==> src/sv/stream_find_and_replace_top_macros.svh <==
// Assertion macros for the find-and-replace block.
`ifndef STREAM_FIND_AND_REPLACE_TOP_MACROS_SVH
`define STREAM_FIND_AND_REPLACE_TOP_MACROS_SVH
`ifndef NO_ASSERTIONS
// Same-cycle implication, sampled on clk, quiet while rst_n is low
`define SFR_ASSERT_NOW(label, ante, cons) \
  label: assert property (@(posedge clk) disable iff (!rst_n) (ante) |-> (cons)) \
    else $error("find-and-replace check failed");
// Next-cycle implication, sampled on clk, quiet while rst_n is low
`define SFR_ASSERT_NEXT(label, ante, cons) \
  label: assert property (@(posedge clk) disable iff (!rst_n) (ante) |=> (cons)) \
    else $error("find-and-replace check failed");
`else
`define SFR_ASSERT_NOW(label, ante, cons)
`define SFR_ASSERT_NEXT(label, ante, cons)
`endif
`endif

==> src/sv/sfr_pkg.sv <==
// Shared types, constants and helpers of the find-and-replace block.
`timescale 1ns / 1ps
package sfr_pkg;

  localparam int REG_BYTES = 8;   // bytes held by a pattern or replacement register
  localparam int BYTE_W    = 8;
  localparam int LEN_W     = 4;
  localparam int IDX_W     = 3;   // index into a register's bytes
  localparam int CFG_IDX_W = 2;
  localparam int CFG_W     = 64;

  // Configuration register indexes
  typedef enum logic [CFG_IDX_W-1:0] {
    REG_PATTERN     = 2'd0,
    REG_PATTERN_LEN = 2'd1,
    REG_REPLACE     = 2'd2,
    REG_REPLACE_LEN = 2'd3
  } cfg_reg_t;

  // Result burst caused by one input transfer, bytes in output order
  typedef struct packed {
    logic [REG_BYTES-1:0][BYTE_W-1:0] data;
    logic [LEN_W-1:0]                 count;
    logic                             last;
  } burst_t;

  // Effective length: zero acts as one, large values saturate at the limit
  function automatic logic [LEN_W-1:0] eff_len(input logic [LEN_W-1:0] len,
                                               input logic [LEN_W-1:0] lim);
    logic [LEN_W-1:0] res;
    if (len == '0) begin
      res = LEN_W'(1);
    end else if (len > lim) begin
      res = lim;
    end else begin
      res = len;
    end
    return res;
  endfunction

endpackage

==> src/sv/sfr_cell.sv <==
// One window cell: holds a text byte, hands it on, compares the incoming byte.
`timescale 1ns / 1ps
module sfr_cell (
  input  logic                           clk,
  input  logic                           shift_en,
  input  logic [sfr_pkg::BYTE_W-1:0]     d_in,
  input  logic [sfr_pkg::BYTE_W-1:0]     ref_byte,
  output logic [sfr_pkg::BYTE_W-1:0]     q,
  output logic                           hit
);

  logic [sfr_pkg::BYTE_W-1:0] byte_r;

  // compare against what the cell will hold after this transfer
  assign hit = (d_in == ref_byte);
  assign q   = byte_r;

  always_ff @(posedge clk) begin
    if (shift_en) begin
      byte_r <= d_in;
    end
  end

endmodule

==> src/sv/sfr_burst.sv <==
// Result serialiser: holds one burst and feeds the registered output stage.
`timescale 1ns / 1ps
module sfr_burst (
  input  logic                        clk,
  input  logic                        rst_n,
  input  sfr_pkg::burst_t             desc_i,
  input  logic                        load_i,
  output logic                        load_ok_o,
  output logic                        out_tvalid,
  input  logic                        out_tready,
  output logic [sfr_pkg::BYTE_W-1:0]  out_tdata,  // [7:0] out_byte
  output logic                        out_tlast   // out_last
);

  logic [sfr_pkg::REG_BYTES-1:0][sfr_pkg::BYTE_W-1:0] data_r;
  logic [sfr_pkg::LEN_W-1:0]                          cnt_r;
  logic [sfr_pkg::IDX_W-1:0]                          ptr_r;
  logic                                               last_r;
  logic                                               out_valid_r;
  logic [sfr_pkg::BYTE_W-1:0]                         out_data_r;
  logic                                               out_last_r;
  logic                                               busy;
  logic                                               take;
  logic                                               move;

  // a byte moves on whenever the output register is free or being emptied
  assign busy      = (cnt_r != '0);
  assign take      = !out_valid_r || out_tready;
  assign move      = busy && take;
  assign load_ok_o = !busy || (move && (cnt_r == sfr_pkg::LEN_W'(1)));

  assign out_tvalid = out_valid_r;
  assign out_tdata  = out_data_r;
  assign out_tlast  = out_last_r;

  always_ff @(posedge clk) begin
    if (!rst_n) begin
      cnt_r       <= '0;
      out_valid_r <= 1'b0;
    end else begin
      // output stage
      if (move) begin
        out_valid_r <= 1'b1;
        out_data_r  <= data_r[ptr_r];
        out_last_r  <= last_r && (cnt_r == sfr_pkg::LEN_W'(1));
      end else if (take) begin
        out_valid_r <= 1'b0;
      end
      // new burst from an accepted input transfer, else step through the held one
      if (load_i) begin
        data_r <= desc_i.data;
        cnt_r  <= desc_i.count;
        ptr_r  <= '0;
        last_r <= desc_i.last;
      end else if (move) begin
        ptr_r <= ptr_r + sfr_pkg::IDX_W'(1);
        cnt_r <= cnt_r - sfr_pkg::LEN_W'(1);
      end
    end
  end

endmodule

==> src/sv/stream_find_and_replace_top.sv <==
// Streaming find-and-replace: window cell chain, burst serialiser, config registers.
`timescale 1ns / 1ps
// Replaces every leftmost, non-overlapping occurrence of the pattern in a byte
// stream by the replacement; replaced bytes are never searched again. Bytes
// enter a chain of window cells, one cell per pattern byte, and are compared in
// the cycle of their input transfer. An input transfer is taken every cycle as
// long as the result side keeps up: each transfer yields zero to eight result
// bytes, which a burst register hands out through a registered output stage, one
// per cycle while the receiver keeps up. Input stalls while an earlier burst still
// has bytes to send, unless its last byte moves to the output in that cycle.
// in_tlast flushes the pending window and marks the final result with out_tlast.
// Configuration writes are always accepted; write them between texts (a pattern
// length write drops any pending window bytes).
module stream_find_and_replace_top #(
  parameter int MAX_PATTERN     = 8,
  parameter int MAX_REPLACEMENT = 8
) (
  input  logic                            clk,
  input  logic                            rst_n,
  // input text
  input  logic                            in_tvalid,
  output logic                            in_tready,
  input  logic [sfr_pkg::BYTE_W-1:0]      in_tdata,   // [7:0] data_byte
  input  logic                            in_tlast,   // end_of_text
  // replaced text
  output logic                            out_tvalid,
  input  logic                            out_tready,
  output logic [sfr_pkg::BYTE_W-1:0]      out_tdata,  // [7:0] out_byte
  output logic                            out_tlast,  // out_last
  // configuration writes
  input  logic                            cfg_valid,
  output logic                            cfg_ready,
  input  logic [sfr_pkg::CFG_IDX_W-1:0]   cfg_index,
  input  logic [sfr_pkg::CFG_W-1:0]       cfg_data
);

`include "stream_find_and_replace_top_macros.svh"

  localparam int PL = (MAX_PATTERN < sfr_pkg::REG_BYTES) ? MAX_PATTERN : sfr_pkg::REG_BYTES;
  localparam int RL = (MAX_REPLACEMENT < sfr_pkg::REG_BYTES) ? MAX_REPLACEMENT
                                                            : sfr_pkg::REG_BYTES;

  // configuration registers
  logic [sfr_pkg::CFG_W-1:0] pattern_r;
  logic [sfr_pkg::LEN_W-1:0] pattern_len_r;
  logic [sfr_pkg::CFG_W-1:0] replace_r;
  logic [sfr_pkg::LEN_W-1:0] replace_len_r;
  logic [sfr_pkg::LEN_W-1:0] fill_r;
  logic [sfr_pkg::LEN_W-1:0] fill_nxt;

  logic                      cfg_fire;
  logic                      in_fire;
  logic                      load_ok;
  logic [sfr_pkg::LEN_W-1:0] plen;
  logic [sfr_pkg::LEN_W-1:0] rlen;
  logic [sfr_pkg::LEN_W-1:0] fill_base;
  logic [sfr_pkg::LEN_W-1:0] fill_new;
  logic                      full;
  logic                      match;
  logic                      found;
  sfr_pkg::burst_t           desc;

  logic [PL-1:0][sfr_pkg::BYTE_W-1:0] cell_d;
  logic [PL-1:0][sfr_pkg::BYTE_W-1:0] cell_q;
  logic [PL-1:0][sfr_pkg::BYTE_W-1:0] cell_ref;
  logic [PL-1:0]                      cell_hit;

  assign cfg_ready = 1'b1;
  assign cfg_fire  = cfg_valid && cfg_ready;
  assign in_tready = load_ok;
  assign in_fire   = in_tvalid && in_tready;

  assign plen = sfr_pkg::eff_len(pattern_len_r, sfr_pkg::LEN_W'(PL));
  assign rlen = sfr_pkg::eff_len(replace_len_r, sfr_pkg::LEN_W'(RL));

  // configuration register writes
  always_ff @(posedge clk) begin
    if (!rst_n) begin
      pattern_r     <= '0;
      pattern_len_r <= sfr_pkg::LEN_W'(1);
      replace_r     <= '0;
      replace_len_r <= sfr_pkg::LEN_W'(1);
    end else if (cfg_fire) begin
      case (sfr_pkg::cfg_reg_t'(cfg_index))
        sfr_pkg::REG_PATTERN:     pattern_r     <= cfg_data;
        sfr_pkg::REG_PATTERN_LEN: pattern_len_r <= cfg_data[sfr_pkg::LEN_W-1:0];
        sfr_pkg::REG_REPLACE:     replace_r     <= cfg_data;
        sfr_pkg::REG_REPLACE_LEN: replace_len_r <= cfg_data[sfr_pkg::LEN_W-1:0];
        default: ;
      endcase
    end
  end

  // chain wiring: the newest byte enters cell 0, cell k holds the byte k transfers old
  always_comb begin
    for (int k = 0; k < PL; k++) begin
      cell_d[k]   = (k == 0) ? in_tdata : cell_q[(k == 0) ? 0 : k - 1];
      cell_ref[k] = '0;
      // cell k lines up with pattern byte plen-1-k
      for (int i = 0; i < sfr_pkg::REG_BYTES; i++) begin
        if (5'(i + k + 1) == {1'b0, plen}) begin
          cell_ref[k] = pattern_r[i*sfr_pkg::BYTE_W +: sfr_pkg::BYTE_W];
        end
      end
    end
  end

  for (genvar g = 0; g < PL; g++) begin : g_cell
    sfr_cell u_cell (
      .clk      (clk),
      .shift_en (in_fire),
      .d_in     (cell_d[g]),
      .ref_byte (cell_ref[g]),
      .q        (cell_q[g]),
      .hit      (cell_hit[g])
    );
  end

  // match over the cells in use
  always_comb begin
    match = 1'b1;
    for (int k = 0; k < PL; k++) begin
      if (sfr_pkg::LEN_W'(k) < plen && !cell_hit[k]) begin
        match = 1'b0;
      end
    end
  end

  assign fill_base = (fill_r >= plen) ? '0 : fill_r;
  assign fill_new  = fill_base + sfr_pkg::LEN_W'(1);
  assign full      = (fill_new == plen);
  assign found     = full && match;

  // result burst of this transfer
  always_comb begin
    desc.last = in_tlast;
    desc.data = '0;
    if (found) begin
      desc.count = rlen;
      for (int j = 0; j < sfr_pkg::REG_BYTES; j++) begin
        desc.data[j] = replace_r[j*sfr_pkg::BYTE_W +: sfr_pkg::BYTE_W];
      end
    end else begin
      if (in_tlast) begin
        desc.count = fill_new;
      end else if (full) begin
        desc.count = sfr_pkg::LEN_W'(1);
      end else begin
        desc.count = '0;
      end
      // oldest pending byte first: output byte j comes from cell fill_new-1-j
      for (int j = 0; j < sfr_pkg::REG_BYTES; j++) begin
        for (int k = 0; k < PL; k++) begin
          if (5'(k + j + 1) == {1'b0, fill_new}) begin
            desc.data[j] = cell_d[k];
          end
        end
      end
    end
  end

  // window fill count
  always_comb begin
    if (in_tlast || found) begin
      fill_nxt = '0;
    end else if (full) begin
      fill_nxt = plen - sfr_pkg::LEN_W'(1);
    end else begin
      fill_nxt = fill_new;
    end
  end

  always_ff @(posedge clk) begin
    if (!rst_n) begin
      fill_r <= '0;
    end else if (cfg_fire && (sfr_pkg::cfg_reg_t'(cfg_index) == sfr_pkg::REG_PATTERN_LEN)) begin
      fill_r <= '0;
    end else if (in_fire) begin
      fill_r <= fill_nxt;
    end
  end

  sfr_burst u_burst (
    .clk        (clk),
    .rst_n      (rst_n),
    .desc_i     (desc),
    .load_i     (in_fire),
    .load_ok_o  (load_ok),
    .out_tvalid (out_tvalid),
    .out_tready (out_tready),
    .out_tdata  (out_tdata),
    .out_tlast  (out_tlast)
  );

  // pending bytes never reach a full pattern between transfers
  `SFR_ASSERT_NOW(a_fill_below_plen, 1'b1, fill_r < plen)
  // the final byte of a text always produces at least one result
  `SFR_ASSERT_NOW(a_last_has_result, in_fire && in_tlast, desc.count != '0)
  // the window is empty after the final byte of a text
  `SFR_ASSERT_NEXT(a_last_clears_fill, in_fire && in_tlast && !cfg_fire, fill_r == '0)

endmodule

==> config.mk <==
export PLATFORM = sky130hd
export DESIGN_NAME = stream_find_and_replace_top
export DESIGN_NICKNAME = d
export VERILOG_FILES = /design/src/sv/sfr_pkg.sv /design/src/sv/sfr_cell.sv /design/src/sv/sfr_burst.sv /design/src/sv/stream_find_and_replace_top.sv
export VERILOG_INCLUDE_DIRS = /design/src /design/src/sv
export SDC_FILE = /design/constraint.sdc
export NUM_CORES = 1
export LEC_CHECK = 0
export BUFFER_PORTS_ARGS = -buffer_cell sky130_fd_sc_hd__buf_4
export CAP_MARGIN = 20
export CELL_PAD_IN_SITES_DETAIL_PLACEMENT = 1
export CELL_PAD_IN_SITES_GLOBAL_PLACEMENT = 1
export CORE_MARGIN = 1.5
export CORE_UTILIZATION = 30
export DETAILED_ROUTE_END_ITERATION = 7
export PLACE_DENSITY_LB_ADDON = 0.1
export SYNTH_ARGS = -nofsm -noshare
export SYNTH_HDL_FRONTEND = slang
export SYNTH_HIERARCHICAL = 1
export SYNTH_SLANG_ARGS = --single-unit
==> constraint.sdc <==
create_clock -name clk -period 14.5 [get_ports clk]
set_input_delay 3.625 -clock clk [delete_from_list [all_inputs] [get_ports clk]]
set_output_delay 3.625 -clock clk [all_outputs]
set_load 0.005 [all_outputs]
Word-level counts from Yosys, hierarchy flattened
Cells that the tools add are included.

Word-level logic and storage cells: 280. Bits in read-only memories: 0. Memory bits (writable): 0. Register bits after elaboration: 278. Bits of input ports: 80. Latch bits: 0. Memories kept: 0.

Eq/ne operators: 43. Divide/modulo/power cells: 0. Bitwise logic cells: 1. Magnitude comparators: 12. Shift-type cells: 0. Multiplexer cells: 153. Multipliers: 0. $add $sub $neg: 4. Reductions and logical operators: 41.

Operator list (count): 8-bit two-way mux (129); 68-bit two-way mux (1); 4-bit equality test, first input constant (16); 8-bit equality test (8); 4-bit two-way mux (10); 3-bit by 4-bit equality test with 1-bit output, first input constant (8); 8-bit binary-select mux with 3-bit select (1); 2-bit by 4-bit equality test with 1-bit output, first input constant (4); 3-bit by 4-bit less-than comparator with 1-bit output, first input constant (4); 1-bit logical AND (14); 2-bit AND reduction (7); 1-bit two-way mux (11); 1-bit zero test (10); 1-bit by 4-bit equality test with 1-bit output, first input constant (2); 4-bit greater-than comparator, second input constant (2); 4-bit zero test (2); 1-bit by 4-bit less-than comparator with 1-bit output, first input constant (2); 2-bit by 4-bit less-than comparator with 1-bit output, first input constant (2); 4-bit by 1-bit subtractor with 4-bit output, second input constant (2); 4-bit by 1-bit adder with 4-bit output, second input constant (1); 2-bit equality test, second input constant (2); 4-bit by 1-bit equality test with 1-bit output, second input constant (1); 4-bit equality test (1); 4-bit >= comparator (1); 10 further kinds (13).

Logic depth before layout (Yosys ltp)
Gate-level depths: netlist of the first run.

Word-level depth: 26. Depth in mapped cells: 28. Depth with buffers taken out: 23.

Cells and area by module
The synthesis of the first run kept the hierarchy.

Modules (own cells, without submodules): stream_find_and_replace_top (times used 1, area an instance 14533.9 sq um, seq. area each 2802.7 sq um, cells each 2230); sfr_burst (times used 1, area an instance 3239.4 sq um, seq. area each 2412.3 sq um, cells each 156); sfr_cell (times used 8, area an instance 326.6 sq um, seq. area each 240.2 sq um, cells each 19).

Least setup slack after synthesis of the first run
OpenSTA, ideal clock, no wires.

Kind: input-to-reg. Start: input port out_tready. End: register u_burst/data_r[0] in the netlist's numbering, enable pin. Data arrival time: 8.960 ns. Stages on the path: 9. Setup slack: 5.052 ns. Required time: 14.012 ns. Library setup time: 0.488 ns. Cell sequence: nand2b_1 clkbuf_1 a21oi_1 nor3_1 nand2_1 inv_1 clkbuf_1 inv_1 nor2_1.

Cells in the longest elaborated chain, start to end: 6.

Ends and longest elaborated chain: start, declared (RTL line stream_find_and_replace_top.sv:27) `input logic out_tready,`; 1-bit logical OR (RTL line sfr_burst.sv:28) `assign take = !out_valid_r || out_tready;`; 1-bit logical AND (RTL line sfr_burst.sv:29) `assign move = busy && take;`; 1-bit logical AND (RTL line sfr_burst.sv:30) `assign load_ok_o = !busy || (move && (cnt_r == sfr_pkg::LEN_W'(1)));`; 1-bit logical OR (RTL line sfr_burst.sv:30); net in_tready (RTL line stream_find_and_replace_top.sv:22) `output logic in_tready,`; 1-bit logical AND (RTL line stream_find_and_replace_top.sv:71) `assign in_fire = in_tvalid && in_tready;`; net in_fire (RTL line stream_find_and_replace_top.sv:52) `logic in_fire;`; 2-bit AND reduction (no source line); end signal, assigned (RTL line sfr_burst.sv:51) `data_r <= desc_i.data;`; end, declared (RTL line sfr_burst.sv:15) `logic [sfr_pkg::REG_BYTES-1:0][sfr_pkg::BYTE_W-1:0] data_r;`.

The timed path passes the listed nets, and every way through them passes these cells. A chain may end at the register's enable or synchronous reset.

Final worst setup path of the first run
Start: input port out_tready. End: output port in_tready.

Cells in the longest elaborated chain, start to end: 4.

Ends and longest elaborated chain (RTL line): 1-bit logical OR (sfr_burst.sv:28); 1-bit logical AND (sfr_burst.sv:29); 1-bit logical AND (sfr_burst.sv:30); 1-bit logical OR (sfr_burst.sv:30); end, declared (stream_find_and_replace_top.sv:22).

Every way passes these cells.

==> flow_metrics.env, run 1 <==
export IMPL_synth_warnings=6
export IMPL_endpoint_kind="output pin"
export IMPL_clk_pin_slew_worst_paths_ns=0.06
export IMPL_p_seq_frac=0.413
export IMPL_finClkSkew_ns=0.0258
export IMPL_finalSetupViolCount=0
export IMPL_drc=0
export IMPL_final_nets=2533
export IMPL_max_stage_delay_ns=0.25
export IMPL_cts_buffers=37
export IMPL_slowest_stage="nand2b_1"
export IMPL_clkPwrFrac=0.316
export IMPL_ant_nets=0
export IMPL_grt_pass1_vias=20252
export IMPL_fillers=7761
export IMPL_hpwlAfterDp_mm=71.3
export IMPL_synth_fp_nets=2626
export IMPL_die_h_um=262
export IMPL_drt_total_wl_mm=103
export IMPL_comb_power_share=0.271
export IMPL_grt_total_usage=0.297
export IMPL_hold_viol_final=0
export IMPL_holdCritPathClass="flip-flop to flip-flop"
export IMPL_internal_power_mw=1.84
export IMPL_syn_cell_area_mm2=0.0201
export IMPL_rsz0062_at_grt="no"
export IMPL_cts_buffer_depth=3
export IMPL_crit_required_ns=10.88
export IMPL_dp_cells=3261
export IMPL_start_util=0.305
export IMPL_crit_top_cell="buf_4"
export IMPL_root_buffer="clkbuf_16"
export IMPL_instances_no_fill=3333
export IMPL_globalRouteMet1Util=0.407
export IMPL_ctsResizeCount=0
export IMPL_startpoint_type="primary input"
export IMPL_dieArea_mm2=0.0687
export IMPL_path_buf_inv=2
export IMPL_drive_gt1_frac=0.122
export IMPL_antenna_found_initial=1
export IMPL_crit_family="simple AND/OR/NAND/NOR gates"
export IMPL_std_cell_rows=94
export IMPL_fin_crit_sh=0.557
export IMPL_finalSetupTns_ns=0
export IMPL_cts_max_level=2
export IMPL_grt_overflow=0
export IMPL_insertion_delay_ns=0.58
export IMPL_syn_to_final_growth_pct=12.1
export IMPL_power_density_mw_per_mm2=133
export IMPL_p_sw_mw=1.17
export IMPL_finalCriticalPeriod_ns=8.07
export IMPL_vias=20884
export IMPL_final_util=0.342
export IMPL_cts_setup_buffers=0
export IMPL_grt_max_degree=94
export IMPL_worst_ir_drop_vdd_mv=0.0631
export IMPL_busiest_layer="met2"
export IMPL_ctsHoldBuffers=0
export IMPL_coreArea_mm2=0.0661
export IMPL_grt_use_met2=0.476
export IMPL_p_leak_nw=7.56
export IMPL_syn_inst=2530
export IMPL_relSlewSlack=0.273
export IMPL_max_freq_ghz=0.124
export IMPL_status="completed"
export IMPL_cts_tree="yes"
export IMPL_path_max_fanout=8
export IMPL_clock_sinks=278
export IMPL_path_class="primary input to output pin"
export IMPL_grt_pass1_wl_mm=148
export IMPL_globalplace_congestion=0.948
export IMPL_pin_count=92
export IMPL_swShare=0.388
export IMPL_die_w_um=262
export IMPL_wl_per_cell_um=30.9
export IMPL_worstPathCellList="buf_4 > nand2b_1 > a21oi_1 > nor3_1 > buf_4"
export IMPL_viasPerCell=6.27
export IMPL_maxSlewViolCount=0
export IMPL_worst_slew_pin_slew_ns=1.09
export IMPL_io_buffers=90
export IMPL_cap_violations=0
export IMPL_use_met3=0.0405
export IMPL_drt_iter0_markers=2187
export IMPL_avgSynthCellArea_um2=7.96
export IMPL_dr_pass1_iters=8
export IMPL_crit_arrival_ns=4.45
==> registers in the layout, summed over array words and instances, names as in the netlist, 3 cells and up <==
register           count
fill_r                 4
g_cell.u_cell/q       56
pattern_len_r          4
pattern_r             64
replace_len_r          4
replace_r             64
u_burst/cnt_r          4
u_burst/data_r        64
u_burst/out_tdata      8
u_burst/ptr_r          3
==> cell usage in the layout (no fill, tap or decap), types with 11 or more instances in the layout <==
master and instances:
nor2b_1 20, o2111ai_1 16, dfxtp_1 145, a21oi_1 177
nor2_1 188, o221ai_1 16, a31oi_1 21, o211ai_1 23
mux2i_1 34, o31ai_1 19, inv_1 15, mux4_1 16
nand2_1 423, a221oi_1 80, nor3_1 67, mux2_2 16
a221o_1 25, xnor2_1 68, a21boi_0 130, a211oi_1 34
nand4_1 27, ha_1 15, a22oi_1 52, edfxtp_1 133
buf_4 171, clkbuf_1 11, o21ai_1 15, o22ai_1 24
clkbuf_16 42, nand3_1 63, o21ai_0 172
==> worst register-to-register path, stage by stage, from the launching register on <==
cell and delay [ns]:
dfxtp_1 0.86, inv_1 0.47, o21a_1 0.35, inv_1 0.14, ha_1 0.16, buf_4 0.32, nand3b_1 0.76, a21oi_1 1.04
a21oi_1 0.18, nor3_1 0.18, a21oi_1 0.06, o21ai_0 0.29, xnor2_1 0.16, nand4_1 0.17, nor2_1 0.17, o22ai_1 0.11
o21ai_0 0.18, nand3_1 0.32, nor3_4 0.43, buf_4 0.75, nor3_2 0.36, a31oi_1 0.25
==> power groups by stage <==
stage	Sequential, mW	Combinational [mW]	Clock (mW)
2_1_floorplan	1.09	0.480	0
3_3_place_gp	1.24	0.787	0
3_5_place_dp	1.25	0.799	0
4_1_cts	1.23	0.801	0.973
5_1_grt	1.25	0.847	1.00
6_report	1.24	0.815	0.951
==> final cells by class <==
| type | count | area, µm² | area share |
|---|---|---|---|
| well taps | 864 | 1080 | 0.0478 |
| repair buffers | 172 | 1290 | 0.0573 |
| flip-flops and latches | 278 | 6900 | 0.305 |
| clock buffers | 58 | 1160 | 0.0514 |
| multi-input cells | 1928 | 12000 | 0.531 |
| diodes | 3 | 7.51 | 0.000332 |
| clock inverters | 10 | 86.3 | 0.00382 |
| inverters | 20 | 75.1 | 0.00332 |
==> path summary, 6_finish.rpt <==
| kind | start | end | slack, ns | cells after the start |
|---|---|---|---|---|
| setup / recovery | out_tready | in_tready | 6.43 | 5 |
| setup reg to reg | pattern_len_r[3] | u_burst/data_r[0] | 6.65 | 21 |
| hold / removal | replace_r[10] | replace_r[10] | 0.47 | 2 |
| hold reg to reg | replace_r[10] | replace_r[10] | 0.47 | 2 |
==> per-stage QoR <==
stage          setup WS (ns)  hold WS, ns  area, µm²  power, mW
6_report                6.43        0.475      22600       3.01
5_1_grt                 5.96        0.503      22600       3.10
4_1_cts                 6.41        0.478      22600       3.01
3_5_place_dp            6.41        0.469      21300       2.05
3_3_place_gp            6.44        0.461      21300       2.03
2_1_floorplan           5.21        0.443      20100       1.57
==> routing by layer <==
metal	wire length (µm)	part of all wire
met1	45300	0.44
met2	47500	0.46
met3	6630	0.064
met4	3650	0.035
met5	0	0
Note: power is estimated with default switching activity, not from simulation.
==> run 2: changes to the inputs <==
==> constraint.sdc (replaced) <==
create_clock -name clk -period 7 [get_ports clk]
set_input_delay 1.75 -clock clk [delete_from_list [all_inputs] [get_ports clk]]
set_output_delay 1.75 -clock clk [all_outputs]
set_load 0.005 [all_outputs]
==> run 2 against run 1 <==
Compared with the run above:
- clock skew increased by 0.0078 ns
- non-clock buffer count is 16 higher
- critical path depth rose by 18
- sequential share of layout area down 0.14 points
- combinational power up 100%
- design area rose by 0.47%
- critical path type is now flip-flop to flip-flop
- via count up 1.2%
- worst hold slack worse by 0.0087 ns
- utilization rose by 0.16 points
- power rose by 110%
- clock power rose by 100%
==> flow_metrics.env, run 2 (synthesized netlist as in run 1, its figures left out) <==
export IMPL_status="completed"
export IMPL_wl_per_cell_um=31.8
export IMPL_drc=0
export IMPL_grt_total_usage=0.307
export IMPL_cts_setup_buffers=0
export IMPL_comb_power_share=0.265
export IMPL_max_freq_ghz=0.154
export IMPL_viasPerCell=6.32
export IMPL_p_sw_mw=2.45
export IMPL_path_max_fanout=35
export IMPL_std_cell_rows=94
export IMPL_cts_tree="yes"
export IMPL_die_h_um=262
export IMPL_cap_violations=0
export IMPL_insertion_delay_ns=0.59
export IMPL_path_class="flip-flop to flip-flop"
export IMPL_internal_power_mw=3.76
export IMPL_relSlewSlack=0.215
export IMPL_fin_crit_sh=0.928
export IMPL_crit_required_ns=7.27
export IMPL_pre_cts_ws_ns=0.637
export IMPL_finalSetupTns_ns=0
export IMPL_finalSetupViolCount=0
export IMPL_placed_cell_area_mm2=0.0215
export IMPL_p_seq_frac=0.426
export IMPL_swShare=0.394
export IMPL_hold_viol_final=0
export IMPL_grt_max_degree=100
export IMPL_root_buffer="clkbuf_16"
export IMPL_largestRegisters="pattern_r (64), replace_r (64), u_burst/data_r (64)"
export IMPL_holdCritPathClass="flip-flop to flip-flop"
export IMPL_worst_slew_pin_slew_ns=1.18
export IMPL_finClkSkew_ns=0.0336
export IMPL_layout_commonest_cell="nand2_1"
export IMPL_ctsHoldBuffers=0
export IMPL_crit_arrival_ns=6.77
export IMPL_clkPwrFrac=0.309
export IMPL_cts_buffer_depth=3
export IMPL_drive_gt1_frac=0.127
export IMPL_finalCriticalPeriod_ns=6.50
export IMPL_start_util=0.305
export IMPL_worst_ir_drop_vdd_mv=0.185
export IMPL_grt_overflow=0
export IMPL_diodes=0
export IMPL_hpwlAfterDp_mm=76.4
export IMPL_syn_to_final_growth_pct=12.7
export IMPL_dr_pass1_iters=6
export IMPL_antenna_found_initial=1
export IMPL_pin_count=92
export IMPL_most_common_layout_cells="nand2_1, nor2_1, buf_4"
export IMPL_drt_iter0_markers=2376
export IMPL_grt_pass1_vias=20572
export IMPL_startpoint_type="flip-flop"
export IMPL_globalplace_congestion=0.951
export IMPL_ant_nets=0
export IMPL_clk_pin_slew_worst_paths_ns=0.06
export IMPL_vias=21130
export IMPL_cts_max_level=2
export IMPL_final_util=0.343
export IMPL_power_density_mw_per_mm2=273
export IMPL_drt_total_wl_mm=107
export IMPL_rsz0062_at_grt="no"
export IMPL_dieArea_mm2=0.0687
export IMPL_die_w_um=262
export IMPL_ctsResizeCount=0
export IMPL_p_leak_nw=7.63
export IMPL_layout_setup_ws_ns=0.501
export IMPL_cts_buffers=37
export IMPL_final_nets=2549
export IMPL_coreArea_mm2=0.0661
export IMPL_finish_instance_area_mm2=0.0227
export IMPL_grt_pass1_wl_mm=153
export IMPL_clock_sinks=278
export IMPL_io_buffers=90
export IMPL_endpoint_kind="flip-flop"
export IMPL_maxSlewViolCount=0
[run 2: changes by cell type in the layout (fill, tap and decap cells not counted), sizes merged]
| cell | change |
|---|---|
| diode | -3 |
| buf | +15 |
| inv | -2 |
| clkinv | +10 |
| bufinv | +2 |
| clkbuf | -9 |
[run 2: power by group through the flow]
stage	logic (mW)	clock network [mW]	registers (mW)
5_1_grt	1.71	2.01	2.65
3_3_place_gp	1.59	0	2.64
4_1_cts	1.61	1.96	2.61
6_report	1.65	1.92	2.64
2_1_floorplan	0.995	0	2.25
3_5_place_dp	1.60	0	2.65
[run 2: final timing paths]
path	startpoint	to	slack [ns]	depth (start not counted)
worst max register to register	pattern_len_r[3]	u_burst/data_r[6]	0.50	23
worst min-delay path	replace_r[16]	replace_r[16]	0.47	2
worst min register to register	replace_r[16]	replace_r[16]	0.47	2
worst max-delay path	pattern_len_r[3]	u_burst/data_r[6]	0.50	23
[run 2: stage by stage]
stage	cells	power, mW	hold WS, ns
after global placement	3275	4.23	0.459
after detailed placement	3277	4.25	0.464
after floorplan	2530	3.25	0.443
after global routing	3346	6.36	0.490
final	3346	6.21	0.466
after CTS	3345	6.18	0.472
[run 2: layer usage]
layer	up-vias	track usage	share of wire
li1	9201	-	-
met1	10719	0.419	0.44
met2	962	0.478	0.45
met3	248	0.0485	0.069
met4	0	0.134	0.049
met5	-	0	0
[run 2: critical path, stage by stage (launching register included)]
cell and delay [ns]:
dfxtp_1 0.31, inv_1 0.31, o21a_1 0.38, inv_1 0.11
ha_1 0.25, buf_4 0.24, nand3b_1 0.14, buf_4 0.29
nand3_1 0.12, a21oi_1 0.17, a221oi_1 0.10, a211oi_1 0.29
a21oi_1 0.06, o21ai_0 0.54, xnor2_1 0.19, nand4_1 0.16
nor2_1 0.21, o22ai_1 0.09, o21ai_0 0.30, nand3_1 0.35
or3_2 0.86, buf_4 0.37, mux2i_1 0.21, a31oi_1 0.06
[run 2: area by class of cell]
| type | count | area [µm²] |
|---|---|---|
| repair buffers | 188 | 1450 |
| clock buffers | 48 | 1020 |
| multi-input cells | 1928 | 12000 |
| clock inverters | 20 | 181 |
| inverters | 20 | 75.1 |
| fillers | 7856 | 43400 |
| well taps | 864 | 1080 |
| flip-flops and latches | 278 | 6900 |
